File: src/design/rwp_pkg.sv
// Shared types, codes and result builders for the RIFF/WAVE stream parser.
package rwp_pkg;

    localparam logic [1:0] KindSample = 2'd0;
    localparam logic [1:0] KindFormat = 2'd1;
    localparam logic [1:0] KindFinish = 2'd2;
    localparam logic [1:0] KindError  = 2'd3;

    localparam logic [3:0] ErrNoRiff    = 4'd0;
    localparam logic [3:0] ErrNoWave    = 4'd1;
    localparam logic [3:0] ErrFmtShort  = 4'd2;
    localparam logic [3:0] ErrNotPcm    = 4'd3;
    localparam logic [3:0] ErrNot16     = 4'd4;
    localparam logic [3:0] ErrBadFmt    = 4'd5;
    localparam logic [3:0] ErrDataEarly = 4'd6;
    localparam logic [3:0] ErrTruncated = 4'd7;
    localparam logic [3:0] ErrMissing   = 4'd8;

    localparam logic [31:0] TagRiff = 32'h4646_4952;
    localparam logic [31:0] TagWave = 32'h4556_4157;
    localparam logic [31:0] TagFmt  = 32'h2074_6D66;
    localparam logic [31:0] TagData = 32'h6174_6164;
    localparam logic [31:0] FmtMin  = 32'd16;
    localparam logic [15:0] PcmFormat = 16'd1;
    localparam logic [15:0] PcmBits   = 16'd16;

    localparam int QDepth = 4;
    localparam int QPtrW  = $clog2(QDepth);
    localparam int QCntW  = $clog2(QDepth + 1);

    typedef struct packed {
        logic [1:0]         kind;
        logic signed [15:0] sample;
        logic [31:0]        rate;
        logic [15:0]        chans;
        logic [3:0]         err;
        logic               fin;
    } t_result;

    // Up to two results caused by one input byte, in delivery order.
    typedef struct packed {
        logic [1:0] cnt;
        t_result    r0;
        t_result    r1;
    } t_pair;

    typedef struct packed {
        logic  valid;
        t_pair pair;
    } t_head;

    function automatic t_result mk_error(input logic [3:0] code, input logic fin);
        t_result r;
        r = '0;
        r.kind = KindError;
        r.err  = code;
        r.fin  = fin;
        return r;
    endfunction

    function automatic t_result mk_sample(input logic [15:0] value);
        t_result r;
        r = '0;
        r.kind   = KindSample;
        r.sample = value;
        return r;
    endfunction

    function automatic t_result mk_format(input logic [31:0] rate, input logic [15:0] chans);
        t_result r;
        r = '0;
        r.kind  = KindFormat;
        r.rate  = rate;
        r.chans = chans;
        return r;
    endfunction

    function automatic t_result mk_finish();
        t_result r;
        r = '0;
        r.kind = KindFinish;
        r.fin  = 1'b1;
        return r;
    endfunction

endpackage

File: src/design/rwp_in_if.sv
// Byte input channel: valid/ready handshake with one file byte per beat.
interface rwp_in_if;
    logic       valid;
    logic       ready;
    logic [7:0] data_byte;
    logic       is_final;

    modport source(output valid, output data_byte, output is_final, input ready);
    modport sink(input valid, input data_byte, input is_final, output ready);
endinterface

File: src/design/rwp_out_if.sv
// Result output channel: valid/ready handshake with one parser event per beat.
interface rwp_out_if;
    logic               valid;
    logic               ready;
    logic [1:0]         event_kind;
    logic signed [15:0] sample_value;
    logic [31:0]        rate_hz;
    logic [15:0]        channel_total;
    logic [3:0]         error_code;
    logic               final_result;

    modport source(output valid, output event_kind, output sample_value, output rate_hz,
                   output channel_total, output error_code, output final_result,
                   input ready);
    modport sink(input valid, input event_kind, input sample_value, input rate_hz,
                 input channel_total, input error_code, input final_result,
                 output ready);
endinterface

File: src/design/rwp_front.sv
// Front end: accepts file bytes, runs the chunk parser and emits result pairs.
module rwp_front (
    input  logic          i_clk,
    input  logic          i_rst_n,
    rwp_in_if.sink        i_in,
    input  logic          i_full,
    output logic          o_push,
    output rwp_pkg::t_pair o_pair
);
    import rwp_pkg::*;

    localparam logic [2:0] PhRiff  = 3'd0;
    localparam logic [2:0] PhRsize = 3'd1;
    localparam logic [2:0] PhWave  = 3'd2;
    localparam logic [2:0] PhId    = 3'd3;
    localparam logic [2:0] PhSize  = 3'd4;
    localparam logic [2:0] PhFmt   = 3'd5;
    localparam logic [2:0] PhSkip  = 3'd6;
    localparam logic [2:0] PhData  = 3'd7;

    logic [2:0]  r_phase, n_phase;
    logic [31:0] r_field, n_field;
    logic [31:0] r_left, n_left;
    logic [31:0] r_tag, n_tag;
    logic [15:0] r_fmt, n_fmt;
    logic [15:0] r_ch, n_ch;
    logic [31:0] r_rate, n_rate;
    logic [15:0] r_bits, n_bits;
    logic [15:0] r_align, n_align;
    logic        r_fmt_done, n_fmt_done;
    logic        r_any, n_any;
    logic [7:0]  r_low, n_low;
    logic        r_failed, n_failed;
    logic [3:0]  r_pos, n_pos;
    logic [3:0]  r_err, n_err;

    logic        accept;
    t_result     res_c, res_f;
    logic        v_c, v_f;

    assign i_in.ready = !i_full;
    assign accept     = i_in.valid && i_in.ready;

    always_comb begin
        logic [31:0] field;
        logic [31:0] left_dec;
        logic [3:0]  pos_inc;
        logic [15:0] bits_now;
        logic        ok;
        logic [3:0]  end_code;

        n_phase = r_phase;     n_field = r_field;   n_left = r_left;
        n_tag = r_tag;         n_fmt = r_fmt;       n_ch = r_ch;
        n_rate = r_rate;       n_bits = r_bits;     n_align = r_align;
        n_fmt_done = r_fmt_done; n_any = r_any;     n_low = r_low;
        n_failed = r_failed;   n_pos = r_pos;       n_err = r_err;
        res_c = '0; res_f = '0; v_c = 1'b0; v_f = 1'b0;
        ok = 1'b0; end_code = ErrTruncated;

        field    = {i_in.data_byte, r_field[31:8]};
        left_dec = r_left - 32'd1;
        pos_inc  = r_pos + 4'd1;
        bits_now = field[31:16];

        if (accept && !r_failed) begin
            n_field = field;
            case (r_phase)
                PhRiff, PhRsize, PhWave, PhId: begin
                    n_pos = pos_inc;
                    if (pos_inc == 4'd4) begin
                        n_pos = 4'd0;
                        case (r_phase)
                            PhRiff: begin
                                if (field != TagRiff) begin
                                    v_c = 1'b1; res_c = mk_error(ErrNoRiff, i_in.is_final);
                                    n_failed = 1'b1; n_err = ErrNoRiff;
                                end else begin
                                    n_phase = PhRsize;
                                end
                            end
                            PhRsize: n_phase = PhWave;
                            PhWave: begin
                                if (field != TagWave) begin
                                    v_c = 1'b1; res_c = mk_error(ErrNoWave, i_in.is_final);
                                    n_failed = 1'b1; n_err = ErrNoWave;
                                end else begin
                                    n_phase = PhId;
                                end
                            end
                            default: begin
                                n_tag   = field;
                                n_phase = PhSize;
                            end
                        endcase
                    end
                end
                PhSize: begin
                    n_pos = pos_inc;
                    if (pos_inc == 4'd4) begin
                        n_pos  = 4'd0;
                        n_left = field;
                        if (r_tag == TagFmt) begin
                            if (field < FmtMin) begin
                                v_c = 1'b1; res_c = mk_error(ErrFmtShort, i_in.is_final);
                                n_failed = 1'b1; n_err = ErrFmtShort;
                            end else begin
                                n_phase = PhFmt;
                            end
                        end else if (r_tag == TagData) begin
                            if (!r_fmt_done) begin
                                v_c = 1'b1; res_c = mk_error(ErrDataEarly, i_in.is_final);
                                n_failed = 1'b1; n_err = ErrDataEarly;
                            end else begin
                                n_phase = (field != 32'd0) ? PhData : PhId;
                            end
                        end else begin
                            n_phase = (field != 32'd0) ? PhSkip : PhId;
                        end
                    end
                end
                PhFmt: begin
                    n_left = left_dec;
                    n_pos  = pos_inc;
                    case (r_pos)
                        4'd1:    n_fmt   = field[31:16];
                        4'd3:    n_ch    = field[31:16];
                        4'd7:    n_rate  = field;
                        4'd13:   n_align = field[31:16];
                        4'd15:   n_bits  = bits_now;
                        default: ;
                    endcase
                    // The sixteenth field byte closes the fixed part of fmt.
                    if (r_pos == 4'd15) begin
                        n_pos = 4'd0;
                        if (r_fmt != PcmFormat) begin
                            v_c = 1'b1; res_c = mk_error(ErrNotPcm, i_in.is_final);
                            n_failed = 1'b1; n_err = ErrNotPcm;
                        end else if (bits_now != PcmBits) begin
                            v_c = 1'b1; res_c = mk_error(ErrNot16, i_in.is_final);
                            n_failed = 1'b1; n_err = ErrNot16;
                        end else if (r_align == 16'd0 || r_ch == 16'd0) begin
                            v_c = 1'b1; res_c = mk_error(ErrBadFmt, i_in.is_final);
                            n_failed = 1'b1; n_err = ErrBadFmt;
                        end else begin
                            n_fmt_done = 1'b1;
                            v_c = 1'b1; res_c = mk_format(r_rate, r_ch);
                            n_phase = (left_dec != 32'd0) ? PhSkip : PhId;
                        end
                    end
                end
                PhSkip: begin
                    n_left = left_dec;
                    if (left_dec == 32'd0) n_phase = PhId;
                end
                default: begin
                    n_left = left_dec;
                    if (r_pos == 4'd0) begin
                        n_low = i_in.data_byte;
                        n_pos = 4'd1;
                    end else begin
                        n_pos = 4'd0;
                        n_any = 1'b1;
                        v_c = 1'b1; res_c = mk_sample({i_in.data_byte, r_low});
                    end
                    if (left_dec == 32'd0) begin
                        n_pos   = 4'd0;
                        n_phase = PhId;
                    end
                end
            endcase
        end

        if (accept && i_in.is_final) begin
            if (n_failed) begin
                // A fresh error on the final byte already carries the final flag.
                if (r_failed) begin
                    v_f = 1'b1; res_f = mk_error(r_err, 1'b1);
                end
            end else begin
                case (n_phase)
                    PhRiff: end_code = ErrNoRiff;
                    PhWave: end_code = ErrNoWave;
                    PhId, PhSkip: begin
                        ok = n_fmt_done && n_any;
                        end_code = ErrMissing;
                    end
                    default: end_code = ErrTruncated;
                endcase
                v_f = 1'b1;
                res_f = ok ? mk_finish() : mk_error(end_code, 1'b1);
            end
            n_phase = PhRiff;  n_field = '0;  n_left = '0;  n_tag = '0;
            n_fmt = '0;  n_ch = '0;  n_rate = '0;  n_bits = '0;  n_align = '0;
            n_fmt_done = 1'b0;  n_any = 1'b0;  n_low = '0;
            n_failed = 1'b0;  n_pos = '0;  n_err = '0;
        end
    end

    always_comb begin
        o_push      = accept && (v_c || v_f);
        o_pair.cnt  = {1'b0, v_c} + {1'b0, v_f};
        o_pair.r0   = v_c ? res_c : res_f;
        o_pair.r1   = res_f;
    end

    always_ff @(posedge i_clk) begin
        if (!i_rst_n) begin
            r_phase <= PhRiff;  r_field <= '0;  r_left <= '0;  r_tag <= '0;
            r_fmt <= '0;  r_ch <= '0;  r_rate <= '0;  r_bits <= '0;  r_align <= '0;
            r_fmt_done <= 1'b0;  r_any <= 1'b0;  r_low <= '0;
            r_failed <= 1'b0;  r_pos <= '0;  r_err <= '0;
        end else begin
            r_phase <= n_phase;  r_field <= n_field;  r_left <= n_left;  r_tag <= n_tag;
            r_fmt <= n_fmt;  r_ch <= n_ch;  r_rate <= n_rate;  r_bits <= n_bits;
            r_align <= n_align;  r_fmt_done <= n_fmt_done;  r_any <= n_any;
            r_low <= n_low;  r_failed <= n_failed;  r_pos <= n_pos;  r_err <= n_err;
        end
    end

    a_final_resets: assert property (@(posedge i_clk) disable iff (!i_rst_n)
        (accept && i_in.is_final) |=> (r_phase == PhRiff && !r_failed && r_pos == 4'd0))
        else $error("parser state not cleared after final byte");

    a_failed_silent: assert property (@(posedge i_clk) disable iff (!i_rst_n)
        (accept && r_failed && !i_in.is_final) |-> !o_push)
        else $error("result pushed while parser is in error");

    a_pos_range: assert property (@(posedge i_clk) disable iff (!i_rst_n)
        (r_phase != PhFmt) |-> (r_pos < 4'd4))
        else $error("byte position out of range for phase");

endmodule

File: src/design/rwp_queue.sv
// Small register queue of result pairs between the parser and the output stage.
module rwp_queue (
    input  logic           i_clk,
    input  logic           i_rst_n,
    input  logic           i_push,
    input  rwp_pkg::t_pair i_pair,
    input  logic           i_pop,
    output logic           o_full,
    output rwp_pkg::t_head o_head
);
    import rwp_pkg::*;

    t_pair              r_mem [QDepth];
    logic [QPtrW-1:0]   r_wr, r_rd;
    logic [QCntW-1:0]   r_cnt;
    logic               do_push, do_pop;

    assign o_full      = (r_cnt == QCntW'(QDepth));
    assign o_head.valid = (r_cnt != '0);
    assign o_head.pair  = r_mem[r_rd];
    assign do_push     = i_push && !o_full;
    assign do_pop      = i_pop && o_head.valid;

    always_ff @(posedge i_clk) begin
        if (do_push) r_mem[r_wr] <= i_pair;
    end

    always_ff @(posedge i_clk) begin
        if (!i_rst_n) begin
            r_wr  <= '0;
            r_rd  <= '0;
            r_cnt <= '0;
        end else begin
            if (do_push) r_wr <= r_wr + QPtrW'(1);
            if (do_pop)  r_rd <= r_rd + QPtrW'(1);
            r_cnt <= r_cnt + QCntW'(do_push) - QCntW'(do_pop);
        end
    end

    a_cnt_bound: assert property (@(posedge i_clk) disable iff (!i_rst_n)
        r_cnt <= QCntW'(QDepth))
        else $error("queue count exceeds depth");

    a_no_lost_push: assert property (@(posedge i_clk) disable iff (!i_rst_n)
        i_push |-> !o_full)
        else $error("pair pushed into a full queue");

    a_cnt_track: assert property (@(posedge i_clk) disable iff (!i_rst_n)
        (do_push && !do_pop) |=> (r_cnt == $past(r_cnt) + QCntW'(1)))
        else $error("queue count did not follow a push");

endmodule

File: src/design/rwp_back.sv
// Back end: splits queued pairs into single results behind an output register.
module rwp_back (
    input  logic           i_clk,
    input  logic           i_rst_n,
    input  rwp_pkg::t_head i_head,
    output logic           o_pop,
    rwp_out_if.source      o_out
);
    import rwp_pkg::*;

    logic    r_valid, n_valid;
    logic    r_half, n_half;
    t_result r_res, n_res;

    always_comb begin
        logic load;
        logic last;

        n_valid = r_valid;
        n_half  = r_half;
        n_res   = r_res;
        o_pop   = 1'b0;
        load    = !r_valid || o_out.ready;
        last    = r_half || (i_head.pair.cnt == 2'd1);

        if (load) begin
            n_valid = i_head.valid;
            if (i_head.valid) begin
                n_res  = r_half ? i_head.pair.r1 : i_head.pair.r0;
                o_pop  = last;
                n_half = !last;
            end
        end
    end

    always_ff @(posedge i_clk) begin
        if (!i_rst_n) begin
            r_valid <= 1'b0;
            r_half  <= 1'b0;
        end else begin
            r_valid <= n_valid;
            r_half  <= n_half;
        end
    end

    always_ff @(posedge i_clk) begin
        r_res <= n_res;
    end

    assign o_out.valid         = r_valid;
    assign o_out.event_kind    = r_res.kind;
    assign o_out.sample_value  = r_res.sample;
    assign o_out.rate_hz       = r_res.rate;
    assign o_out.channel_total = r_res.chans;
    assign o_out.error_code    = r_res.err;
    assign o_out.final_result  = r_res.fin;

endmodule

File: src/design/riff_wav_stream_parser_top.sv
// Top level of the RIFF/WAVE 16-bit PCM stream parser.
// The block takes one file byte per beat and can accept a byte in every clock cycle: the
// chunk parser in the front end finishes each byte in the cycle it is accepted. A byte
// causes at most two result beats (the second only on the final byte), which wait in a
// four-entry pair queue and leave through a registered output at one beat per cycle
// while the output is ready. Input ready drops only while the pair queue is full because
// the output side is stalled. An error is reported once and then held until the final
// byte, which repeats it unless it arose on that byte; the final byte always closes the
// file with a result flagged final_result.
module riff_wav_stream_parser_top (
    input  logic      i_clk,
    input  logic      i_rst_n,
    rwp_in_if.sink    i_in,
    rwp_out_if.source o_out
);
    import rwp_pkg::*;

    logic  full;
    logic  push;
    logic  pop;
    t_pair pair;
    t_head head;

    rwp_front u_front (
        .i_clk   (i_clk),
        .i_rst_n (i_rst_n),
        .i_in    (i_in),
        .i_full  (full),
        .o_push  (push),
        .o_pair  (pair)
    );

    rwp_queue u_queue (
        .i_clk   (i_clk),
        .i_rst_n (i_rst_n),
        .i_push  (push),
        .i_pair  (pair),
        .i_pop   (pop),
        .o_full  (full),
        .o_head  (head)
    );

    rwp_back u_back (
        .i_clk   (i_clk),
        .i_rst_n (i_rst_n),
        .i_head  (head),
        .o_pop   (pop),
        .o_out   (o_out)
    );

endmodule

File: src/flat_wrapper.sv
// flat-port wrapper written by rule: the top's interface ports become plain ports
module riff_wav_stream_parser_top_flat import rwp_pkg::*;
  (i_clk, i_rst_n, i_in_valid, i_in_data_byte, i_in_is_final, i_in_ready, o_out_valid, o_out_event_kind, o_out_sample_value, o_out_rate_hz, o_out_channel_total, o_out_error_code, o_out_final_result, o_out_ready);
  rwp_in_if i_in_i ();
  rwp_out_if o_out_i ();
  input  logic i_clk;
  input  logic i_rst_n;
  input wire logic [$bits(i_in_i.valid)-1:0] i_in_valid;
  input wire logic [$bits(i_in_i.data_byte)-1:0] i_in_data_byte;
  input wire logic [$bits(i_in_i.is_final)-1:0] i_in_is_final;
  output wire logic [$bits(i_in_i.ready)-1:0] i_in_ready;
  output wire logic [$bits(o_out_i.valid)-1:0] o_out_valid;
  output wire logic [$bits(o_out_i.event_kind)-1:0] o_out_event_kind;
  output wire logic [$bits(o_out_i.sample_value)-1:0] o_out_sample_value;
  output wire logic [$bits(o_out_i.rate_hz)-1:0] o_out_rate_hz;
  output wire logic [$bits(o_out_i.channel_total)-1:0] o_out_channel_total;
  output wire logic [$bits(o_out_i.error_code)-1:0] o_out_error_code;
  output wire logic [$bits(o_out_i.final_result)-1:0] o_out_final_result;
  input wire logic [$bits(o_out_i.ready)-1:0] o_out_ready;
  assign i_in_i.valid = i_in_valid;
  assign i_in_i.data_byte = i_in_data_byte;
  assign i_in_i.is_final = i_in_is_final;
  assign i_in_ready = i_in_i.ready;
  assign o_out_valid = o_out_i.valid;
  assign o_out_event_kind = o_out_i.event_kind;
  assign o_out_sample_value = o_out_i.sample_value;
  assign o_out_rate_hz = o_out_i.rate_hz;
  assign o_out_channel_total = o_out_i.channel_total;
  assign o_out_error_code = o_out_i.error_code;
  assign o_out_final_result = o_out_i.final_result;
  assign o_out_i.ready = o_out_ready;
  riff_wav_stream_parser_top u_core (.i_clk(i_clk), .i_rst_n(i_rst_n), .i_in(i_in_i), .o_out(o_out_i));
endmodule
File: config.mk
export PLATFORM = sky130hd
export DESIGN_NAME = riff_wav_stream_parser_top_flat
export DESIGN_NICKNAME = d
export VERILOG_FILES = /design/src/design/rwp_pkg.sv /design/src/design/rwp_in_if.sv /design/src/design/rwp_out_if.sv /design/src/design/rwp_front.sv /design/src/design/rwp_queue.sv /design/src/design/rwp_back.sv /design/src/design/riff_wav_stream_parser_top.sv /design/src/flat_wrapper.sv
export SDC_FILE = /design/constraint.sdc
export NUM_CORES = 1
export LEC_CHECK = 0
export BUFFER_PORTS_ARGS = -buffer_cell sky130_fd_sc_hd__clkbuf_2
export CAP_MARGIN = 15
export CORE_ASPECT_RATIO = 0.6
export CORE_MARGIN = 5
export CORE_UTILIZATION = 56
export DETAILED_ROUTE_END_ITERATION = 12
export GPL_TIMING_DRIVEN = 0
export PLACE_DENSITY = 0.87
export SKIP_CTS_REPAIR_TIMING = 1
export SYNTH_ARGS = -nofsm -noshare
export SYNTH_HDL_FRONTEND = slang
export SYNTH_SLANG_ARGS = --single-unit
File: constraint.sdc
create_clock -name i_clk -period 7.2 [get_ports i_clk]
set_clock_uncertainty 0.15 [all_clocks]
set_input_delay 1.44 -clock i_clk [delete_from_list [all_inputs] [get_ports i_clk]]
set_output_delay 1.44 -clock i_clk [all_outputs]
set_load 0.01 [all_outputs]
# == Word-level counts from Yosys, hierarchy flattened ==
# Memories as Yosys holds them, arrays and structs flattened. A register that Yosys moved wholly into a read port is not among the register bits.
# Cells that the tools add are included.
# classes
add_sub_neg,7
magnitude_cmp,1
n_eq_ne,33
n_mux,112
bitwise,5
n_reduce_logical,41
# op_table
operator,count
two-way mux 71 bit,18
case mux 71 bit (4 select lines),1
case mux 71 bit (2 select lines),1
two-way mux 70 bit,1
two-way mux 69 bit,1
"inequality test 32 x 31 -> 1 bit, second input constant",2
case mux 32 bit (2 select lines),1
nonzero test 32 bit,2
two-way mux 4 bit,15
two-way mux 3 bit,17
two-way mux 1 bit,44
case mux 4 bit (3 select lines),3
"equality test 32 x 30 -> 1 bit, second input constant",1
"equality test 32 x 31 -> 1 bit, second input constant",1
zero test 16 bit,2
zero test 32 bit,1
"< comparator 32 x 5 -> 1 bit, second input constant",1
two-way mux 32 bit,1
"subtractor 32 x 1 -> 32 bit, second input constant",1
"inequality test 3 bit, second input constant",6
case mux 3 bit (3 select lines),2
AND reduction 3 bit,6
"inequality test 16 x 1 -> 1 bit, second input constant",1
"inequality test 16 x 5 -> 1 bit, second input constant",1
35 further kinds,69
# word_totals
ff_bits,278
ramBits,576
in_bits,13
out_inout_bits,73
word_cells,225
n_memories,1
# memory_table
memory,words,width,rd,rd_ports_with_merged_regs,wr,line,rtl
u_core.u_queue.r_mem,4,144,1,1,1,rwp_queue.sv:13,t_pair r_mem [QDepth];

# == Logic depth before layout (Yosys ltp) ==
# Gate-level depths: netlist (run 1).
# depth
ltp_word,18
ltp_mapped,19
ltp_nobuf,18

# == Cells and area by module ==
# A second synthesis (run 1) with hierarchy kept.
# hier_totals
cells_unflattened,2341
hier_area_um2,34568.2
# modules_own_cells
mod,n_inst,cells_per_inst,area_per_inst_um2,seq_area_each_um2
rwp_queue,1,801,21215.3,17476.8
rwp_front,1,1376,10018.4,3783.6
rwp_back,1,164,3334.4,2172.1

# == Worst setup path before layout (run 1) ==
# OpenSTA, ideal clock, no wires.
# synth_path
path_type,in2reg
from,input port o_out_ready
to,register u_core.u_queue.r_cnt[2]
setup_time_ns,0.115
t_arrival_ns,6.703
t_required_ns,6.935
slack_ns,0.232
stages,11
path_buffers,0
cell_sequence,inv_1 a21oi_1 o21a_1 ha_1 inv_1 ha_1 inv_1 fa_1 xnor2_1 xnor2_1 and2_1
# synth_via
elab_chain_len,4
# synth_lines
item,line,rtl
start: declaration,flat_wrapper.sv:19,input wire logic [$bits(o_out_i.ready)-1:0] o_out_ready;
logical OR 1 bit,rwp_back.sv:23,load = !r_valid || o_out.ready;
two-way mux 1 bit,rwp_back.sv:26,if (load) begin
logical AND 1 bit,rwp_queue.sv:22,assign do_pop = i_pop && o_head.valid;
named net u_core.u_queue.do_pop,rwp_queue.sv:16,"logic do_push, do_pop;"
subtractor 3 x 1 -> 3 bit,rwp_queue.sv:36,r_cnt <= r_cnt + QCntW'(do_push) - QCntW'(do_pop);
end signal: assignment,rwp_queue.sv:36,
end: declaration,rwp_queue.sv:15,logic [QCntW-1:0] r_cnt;
# The timed path passes the listed nets, and every way through them passes these cells.
# A chain may end at the register's enable or synchronous reset.

# == Final worst setup path (run 1) ==
# layout_path
from,input port i_in_data_byte[2]
to,register u_core.u_queue.r_cnt[2]
# layout_via
elab_chain_len,13
word_cells_on_any_way,32
classes_between,add/sub (2); order compare (1); eq/ne (3); mux (23); reduce/logical (3)
# layout_lines
item,line,rtl
start: declaration,flat_wrapper.sv:9,input wire logic [$bits(i_in_i.data_byte)-1:0] i_in_data_byte;
"< comparator 32 x 5 -> 1 bit, or another cell as far along",rwp_front.sv:103,if (field < FmtMin) begin
"two-way mux 1 bit, on equally long branches",n/a,
"two-way mux 1 bit, or another cell as far along",rwp_front.sv:102,if (r_tag == TagFmt) begin
"two-way mux 1 bit, on equally long branches","rwp_front.sv:99, rwp_front.sv:70, rwp_front.sv:133",
case mux 1 bit (3 select lines),rwp_front.sv:67,case (r_phase)
two-way mux 1 bit,rwp_front.sv:65,if (accept && !r_failed) begin
two-way mux 1 bit,rwp_front.sv:174,if (n_failed) begin
two-way mux 1 bit,rwp_front.sv:173,if (accept && i_in.is_final) begin
logical OR 1 bit *,rwp_front.sv:200,o_push = accept && (v_c || v_f);
logical AND 1 bit *,rwp_front.sv:200,
logical AND 1 bit *,rwp_queue.sv:21,assign do_push = i_push && !o_full;
adder 3 x 1 -> 3 bit *,rwp_queue.sv:36,
subtractor 3 x 1 -> 3 bit *,rwp_queue.sv:36,
# Mark *: on every way between the ends. The rest lies on a longest branch, timed or not.

==> qor_table.md, run 1 <==
| Result | This run |
| --- | --- |
| Most common cell after layout, fill and taps aside | sky130_fd_sc_hd__edfxtp_1 |
| Final number of max-transition violations | 0 |
| Post-detailed-route DRC marker count | 0 |
| Chip height | 170 um |
| Via count of the first global-routing pass | 16100 |
| TritonCTS sink count | 587 |
| Router iterations before antenna repair | 6 |
| Horizontal die dimension | 277 um |
| First-iteration detailed-routing DRC count | 2242 |
| Clock share of power | 0.343 |
| Area overhead of the layout relative to synthesis | 12.9% |
| Wire length of the first global-routing pass | 95400 um |
| Std cell rows | 58 |
| Run status | finished clean |
| Launching point of the worst reg2reg path | u_core.u_front.r_field[25] |
| Period utilization | 0.892 |
| Post-Synthesis Cells | 1878 |
| Grt ovf | 0 |
| Critical R2R Capture | u_core.u_queue.r_cnt[2] |
| Unrepaired setup endpoints after global routing | no |
| H-tree levels | 2 |
| WHS Path Cells | 2 |
| Main flop type after synthesis | sky130_fd_sc_hd__edfxtp_1 |
| Crit-path max FO | 10 |
| Sequential area share after synthesis | 0.651 |
| Number of buffers created by CTS | 50 |
| Effective utilization at floorplan | 0.570 |
| Final wirelength | 62800 um |
| Maximum clock rate | 0.156 GHz |
| Data required time of the worst path | 7.52 ns |
| Max-Cap Viols | 0 |
| Ports | 86 |
| Wire per inst | 23.9 um |
| Design internal power | 6.20 mW |
| Reg power frac | 0.479 |
| Data arrival time at the worst-slack endpoint | 6.74 ns |
| Number of filler instances in the final layout | 3001 |
| Global placer's final weighted congestion | 0.935 |
| Launch point of the worst hold path | u_core.u_front.r_rate[25] |
| Worst Hold Endpoint | u_core.u_front.r_rate[25] |
| Post-synth EDFFs | 387 |
| Setup TNS after final layout | 0 ns |
| Kind of start point of the critical path | input pin |
| Delay contributed by the slowest stage of the critical path | 0.87 ns |
| Logic pwr share | 0.179 |
| Leakage | 9.55 nW |
| Final critical delay including setup and external delays | 6.42 ns |
| Later-pin clock latency in the skew report | 0.60 ns |
| Combined global-route utilization of all metal layers | 0.260 |
| NumNets Final | 2045 |
| Post-route ant nets | 0 |
| Actual transition at the worst max-transition pin | 1.18 ns |
| Synth async-reset ratio | 0 |
| Clk pin slew, worst setup/hold paths | 0.06 ns |
| Power spent charging and discharging nets | 2.23 mW |
| Count of input and output buffers | 81 |
| Critical path's slowest cell | sky130_fd_sc_hd__clkbuf_1 |
| Flip-flop and latch count after synthesis | 587 |
| Detailed-route vias per instance | 6.24 |
| Dpl hpwl | 42200 um |
| Nets in the synthesized netlist | 1905 |
| Netlist Area Pre-Place | 0.0240 mm^2 |
| Slew Limit Headroom | 0.215 |
| CTS tree | done |
| Root buffer cell | sky130_fd_sc_hd__clkbuf_16 |
| Worst path cell trace | clkbuf_2, clkbuf_1, nand4_1, or4_1, o21ai_0, a221oi_1, o31ai_2, nand2_1, ha_1, nor2_1, inv_1, ha_1, inv_1, ha_1, inv_1, fa_1, xnor2_1, xnor2_1, and2_1 |
| Number of buffers on the longest clock path | 3 |
| Most frequent cells in the layout | 387 x sky130_fd_sc_hd__edfxtp_1, 279 x sky130_fd_sc_hd__nand2_1, 200 x sky130_fd_sc_hd__dfxtp_1, 149 x sky130_fd_sc_hd__a21oi_1, 113 x sky130_fd_sc_hd__nor2_1 |
| Crit path capture type | flop |
| Layout cell share with drive strength beyond 1 | 0.138 |
| Detailed-route via count | 16400 |
| Area inside the core boundary | 0.0421 mm^2 |
| Count of cells along the worst register-to-register path | 18 |
| Antenna violations before repair | 2 |
| Setup-failing EPs final | 0 |
| Die footprint | 0.0472 mm^2 |
| Setup slack on the worst flop-to-flop path | 1.51 ns |
| Post-layout utilization of the core | 0.644 |
| Syn. warnings | 0 |
| Final number of hold-violating endpoints | 0 |
| Largest net degree at the start of global routing | 48 |
| IR Drop Worst-Case VDD | 0.233 mV |
| Avg Synthesized Cell Area | 12.8 um^2 |
| Power per Cell Area | 311 mW/mm^2 |
| Unique cell type count in the Yosys netlist | 80 |
| Class of the most critical hold timing path | flop to flop |
| Path type of the worst setup path | input pin to flop |
| Switching power as a share of total power | 0.265 |
-- cells by family (layout without fill, tap and decap cells) --
kind of cell | after synthesis | count (layout) | synth area share
and+or+nand+nor | 717 | 717 | 0.150
DFF | 587 | 587 | 0.651
AOI/OAI and AO/OA | 275 | 275 | 0.0685
buffers and inverters | 143 | 325 | 0.0237
muxes | 125 | 125 | 0.0925
xor gates and xnor gates | 17 | 17 | 0.00652
adders and majority gates | 14 | 14 | 0.00761
other | 0 | 2 | 0
-- metrics by stage --
stage                     power (mW)  worst slack, ns  cells  area [um^2]  hold slack [ns]
after detailed placement        5.63            0.361   2536        25300            0.295
after CTS                       8.48            0.955   2630        27100            0.305
final                           8.44            0.778   2632        27100            0.301
after global placement          5.58            -1.87   2529        25100            0.288
after global routing            8.75            0.573   2631        27100            0.327
after floorplan                 5.06            0.232   1878        24000            0.281
-- registers in the layout, indices dropped and copies added, names as in the netlist, 16 cells and up, named ones only --
register	cells
u_core.u_front.r_ch	16
u_core.u_front.r_rate	32
u_core.u_back.o_out.rate_hz	32
u_core.u_back.o_out.sample_value	16
u_core.u_back.o_out.channel_total	16
u_core.u_front.r_align	16
u_core.u_front.r_left	32
u_core.u_front.r_field	24
u_core.u_front.r_tag	32
u_core.u_front.r_fmt	16
u_core.u_queue.r_mem	316
-- final cells by class --
type | instances | area [um^2] | area share
diodes | 2 | 5.00 | 0.000185
plain buffers | 121 | 485 | 0.0179
clock buffers | 67 | 1560 | 0.0574
clock inverters | 27 | 240 | 0.00886
inverters | 22 | 82.6 | 0.00305
multi-input cells | 1148 | 7830 | 0.289
flip-flops and latches | 587 | 15600 | 0.577
well taps | 570 | 713 | 0.0263
repair buffers | 88 | 561 | 0.0207
-- worst max-delay path: cells and delay by family --
family | cells | cell delay, ns
xor+xnor | 2 | 0.30
simple gates | 5 | 1.72
fa+ha+maj | 4 | 1.09
compound gates | 3 | 0.99
buf+inv | 5 | 1.19
-- cell usage after synthesis, drive strengths merged, types with 16 or more instances --
cell,instances,area share
a21oi,150,0.031
o21ai,39,0.0081
mux2i,43,0.018
nand2,280,0.044
buf,16,0.0034
nor2,114,0.018
edfxtp,387,0.48
and2,79,0.021
clkbuf,105,0.017
inv,22,0.0034
nor3,34,0.0071
mux4,77,0.072
nor4,33,0.011
a211oi,20,0.0063
nor2b,67,0.017
nand3,25,0.0054
dfxtp,200,0.17
nand4,25,0.0068
-- routing by layer --
layer,wire [um],share of wire,GRT usage
met1,26200,0.42,0.375
met2,28800,0.46,0.408
met3,6140,0.098,0.0576
met4,1620,0.026,0.0719
met5,20,0.00032,0
-- worst max path at each step --
stage                      start                       to  slack (ns)  depth (start not counted)
2_1_floorplan        o_out_ready  u_core.u_queue.r_cnt[2]        0.23                         11
3_3_place_gp         o_out_ready  u_core.u_queue.r_cnt[2]       -1.87                         12
3_5_place_dp   i_in_data_byte[2]  u_core.u_queue.r_cnt[2]        0.36                         19
4_1_cts        i_in_data_byte[2]  u_core.u_queue.r_cnt[2]        0.96                         19
5_1_grt        i_in_data_byte[2]  u_core.u_queue.r_cnt[2]        0.57                         19
6_report       i_in_data_byte[2]  u_core.u_queue.r_cnt[2]        0.78                         19
-- power groups by stage --
stage / logic [mW] / registers (mW) / clock network, mW
detailed placement: 1.52 / 4.11 / 0
global route: 1.63 / 4.06 / 3.06
floorplan: 0.812 / 4.25 / 0
CTS: 1.53 / 4.04 / 2.91
global placement: 1.43 / 4.15 / 0
finish: 1.51 / 4.04 / 2.89
No activity file was read; power rests on OpenSTA's default activity.
==> run 2: changes to the inputs <==
CORE_UTILIZATION = 50   (was 56)
PLACE_DENSITY = 0.8   (was 0.87)
==> run 2 against run 1 <==
Routed wire length decreased by 1.8%. Combinational power about the same. Sequential cell count unchanged. Sequential power about the same. Hold slack improved by 0.0020 ns. Setup slack improved by 0.096 ns. Clock-buffer cell count increased by 5. Final cell count increased by 2.7%. Final area increased by 0.52%. Largest power group unchanged.
==> qor_table.md, run 2 (synthesis results as in run 1) <==
| Result | This run | Delta |
| --- | --- | --- |
| Number of buffers created by CTS | 51 | was 50 |
| First-iteration detailed-routing DRC count | 2077 | was 2242 |
| Critical path's slowest cell | sky130_fd_sc_hd__clkbuf_1 | unchanged |
| Router iterations before antenna repair | 6 | unchanged |
| CTS tree | done | unchanged |
| Unrepaired setup endpoints after global routing | no | unchanged |
| Wire length of the first global-routing pass | 95100 um | was 95400 um |
| Power spent charging and discharging nets | 2.21 mW | was 2.23 mW |
| Top Family by Delay on Critical Path | simple AND/OR/NAND/NOR gates | unchanged |
| Worst path cell trace | clkbuf_2, clkbuf_1, nand4_1, or4_1, o31ai_1, a221oi_1, o31ai_2, nand2_1, ha_1, nor2_1, inv_1, ha_1, inv_1, ha_1, inv_1, fa_1, xnor2_1, xnor2_1, and2_1 | was clkbuf_2, clkbuf_1, nand4_1, or4_1, o21ai_0, a221oi_1, o31ai_2, nand2_1, ha_1, nor2_1, inv_1, ha_1, inv_1, ha_1, inv_1, fa_1, xnor2_1, xnor2_1, and2_1 |
| IR Drop Worst-Case VDD | 0.212 mV | was 0.233 mV |
| Slew Limit Headroom | 0.306 | was 0.215 |
| Dpl hpwl | 42000 um | was 42200 um |
| Std cell rows | 62 | was 58 |
| TritonCTS sink count | 587 | unchanged |
| Smallest hold slack | 0.303 ns | was 0.301 ns |
| Wire per inst | 22.8 um | was 23.9 um |
| Period utilization | 0.879 | was 0.892 |
| Effective utilization at floorplan | 0.504 | was 0.570 |
| Maximum clock rate | 0.158 GHz | was 0.156 GHz |
| Buffers and inverters on the worst path | 5 | unchanged |
| Clock share of power | 0.350 | was 0.343 |
| Logic pwr share | 0.175 | was 0.179 |
| Actual transition at the worst max-transition pin | 1.04 ns | was 1.18 ns |
| Area inside the core boundary | 0.0476 mm^2 | was 0.0421 mm^2 |
| Post-route ant nets | 0 | unchanged |
| Data arrival time at the worst-slack endpoint | 6.65 ns | was 6.74 ns |
| Setup TNS after final layout | 0 ns | unchanged |
| Design internal power | 6.29 mW | was 6.20 mW |
| Final number of max-transition violations | 0 | unchanged |
| Antenna diode count | 0 | was 2 |
| Via count of the first global-routing pass | 16200 | was 16100 |
| Crit path capture type | flop | unchanged |
| Grt ovf | 0 | unchanged |
| Max-Cap Viols | 0 | unchanged |
| Clk pin slew, worst setup/hold paths | 0.07 ns | was 0.06 ns |
| Root buffer cell | sky130_fd_sc_hd__clkbuf_16 | unchanged |
| Area overhead of the layout relative to synthesis | 13.5% | was 12.9% |
| Post-detailed-route DRC marker count | 0 | unchanged |
| Number of filler instances in the final layout | 3764 | was 3001 |
| Antenna violations before repair | 0 | was 2 |
| Most frequent cells in the layout | 387 x sky130_fd_sc_hd__edfxtp_1, 279 x sky130_fd_sc_hd__nand2_1, 200 x sky130_fd_sc_hd__dfxtp_1, 149 x sky130_fd_sc_hd__a21oi_1, 113 x sky130_fd_sc_hd__nor2_1 | unchanged |
| Horizontal die dimension | 293 um | was 277 um |
| Combined global-route utilization of all metal layers | 0.230 | was 0.260 |
| Reg with most FFs | u_core.u_queue.r_mem | unchanged |
| Delay contributed by the slowest stage of the critical path | 0.77 ns | was 0.87 ns |
| Power per Cell Area | 312 mW/mm^2 | was 311 mW/mm^2 |
| Global placer's final weighted congestion | 0.979 | was 0.935 |
| Final wirelength | 61700 um | was 62800 um |
| Die footprint | 0.0526 mm^2 | was 0.0472 mm^2 |
| Ports | 86 | unchanged |
| Switching power as a share of total power | 0.260 | was 0.265 |
| Largest net degree at the start of global routing | 45 | was 48 |
| Final critical delay including setup and external delays | 6.33 ns | was 6.42 ns |
| Detailed-route vias per instance | 6.03 | was 6.24 |
| Worst slack at placement | 0.361 ns | about the same |
| Reg power frac | 0.475 | was 0.479 |
| Later-pin clock latency in the skew report | 0.59 ns | was 0.60 ns |
| Flip-flop count of the largest register after layout | 316 | unchanged |
| Most common cell after layout, fill and taps aside | sky130_fd_sc_hd__edfxtp_1 | unchanged |
| Path type of the worst setup path | input pin to flop | unchanged |
| Kind of start point of the critical path | input pin | unchanged |
| H-tree levels | 2 | unchanged |
| Detailed-route via count | 16300 | was 16400 |
| Design Power | 8.50 mW | was 8.44 mW |
| Count of input and output buffers | 81 | unchanged |
| Chip height | 180 um | was 170 um |
| Number of buffers on the longest clock path | 3 | unchanged |
| NumNets Final | 2046 | was 2045 |
| Leakage | 9.55 nW | about the same |
| Setup-failing EPs final | 0 | unchanged |
| Final number of hold-violating endpoints | 0 | unchanged |
| Crit-path max FO | 10 | unchanged |
| Class of the most critical hold timing path | flop to flop | unchanged |
| Run status | finished clean | unchanged |
| Minimum setup slack in the final design | 0.875 ns | was 0.778 ns |
| Layout cell share with drive strength beyond 1 | 0.142 | was 0.138 |
| Data required time of the worst path | 7.52 ns | about the same |
-- run 2: final timing paths --
path                                     to  slack (ns)                       start  cells past startpoint
setup / recovery    u_core.u_queue.r_cnt[2]        0.87           i_in_data_byte[2]                     19
hold / removal    u_core.u_front.r_rate[19]        0.30   u_core.u_front.r_rate[19]                      2
setup reg to reg    u_core.u_queue.r_cnt[2]        1.49  u_core.u_front.r_field[25]                     18
hold reg to reg   u_core.u_front.r_rate[19]        0.30   u_core.u_front.r_rate[19]                      2
-- run 2: area by class of cell --
class / instances / area (um^2) / area share
Clock buffer: 72 / 1580 / 0.0579
Clock inverter: 24 / 278 / 0.0102
Tap cell: 640 / 801 / 0.0294
Sequential cell: 587 / 15600 / 0.574
Multi-Input combinational cell: 1148 / 7830 / 0.288
Inverter: 22 / 82.6 / 0.00303
Timing Repair Buffer: 88 / 561 / 0.0206
Buffer: 121 / 485 / 0.0178
-- run 2: worst register-to-register path, delay by kind of cell (launching register included) --
family | cells | cell delay [ns]
fa+ha+maj | 4 | 1.10
buf+inv | 4 | 0.65
simple gates | 7 | 2.62
compound gates | 1 | 0.48
xor+xnor | 2 | 0.29
flops | 1 | 0.30
-- run 2: layer usage --
metal | vias to the layer above | GRT usage | routed length, um
met5 | - | 0 | 0
met4 | 0 | 0.0617 | 1600
met3 | 141 | 0.0496 | 6320
met2 | 853 | 0.341 | 27100
met1 | 8098 | 0.348 | 26600
li1 | 7198 | - | -
-- run 2: power groups by stage --
stage	clock network (mW)	registers (mW)	logic [mW]
2_1_floorplan	0	4.25	0.812
6_report	2.97	4.04	1.49
3_3_place_gp	0	4.15	1.44
4_1_cts	3.00	4.04	1.52
3_5_place_dp	0	4.11	1.51
5_1_grt	3.17	4.06	1.62
-- run 2: metrics by stage --
step | cells | util | cell area [um^2]
after floorplan | 1878 | - | 24000
after global placement | 2599 | 0.529 | 25200
after detailed placement | 2606 | 0.533 | 25400
after CTS | 2702 | 0.572 | 27200
after global routing | 2702 | 0.572 | 27200
final | 2702 | 0.572 | 27200
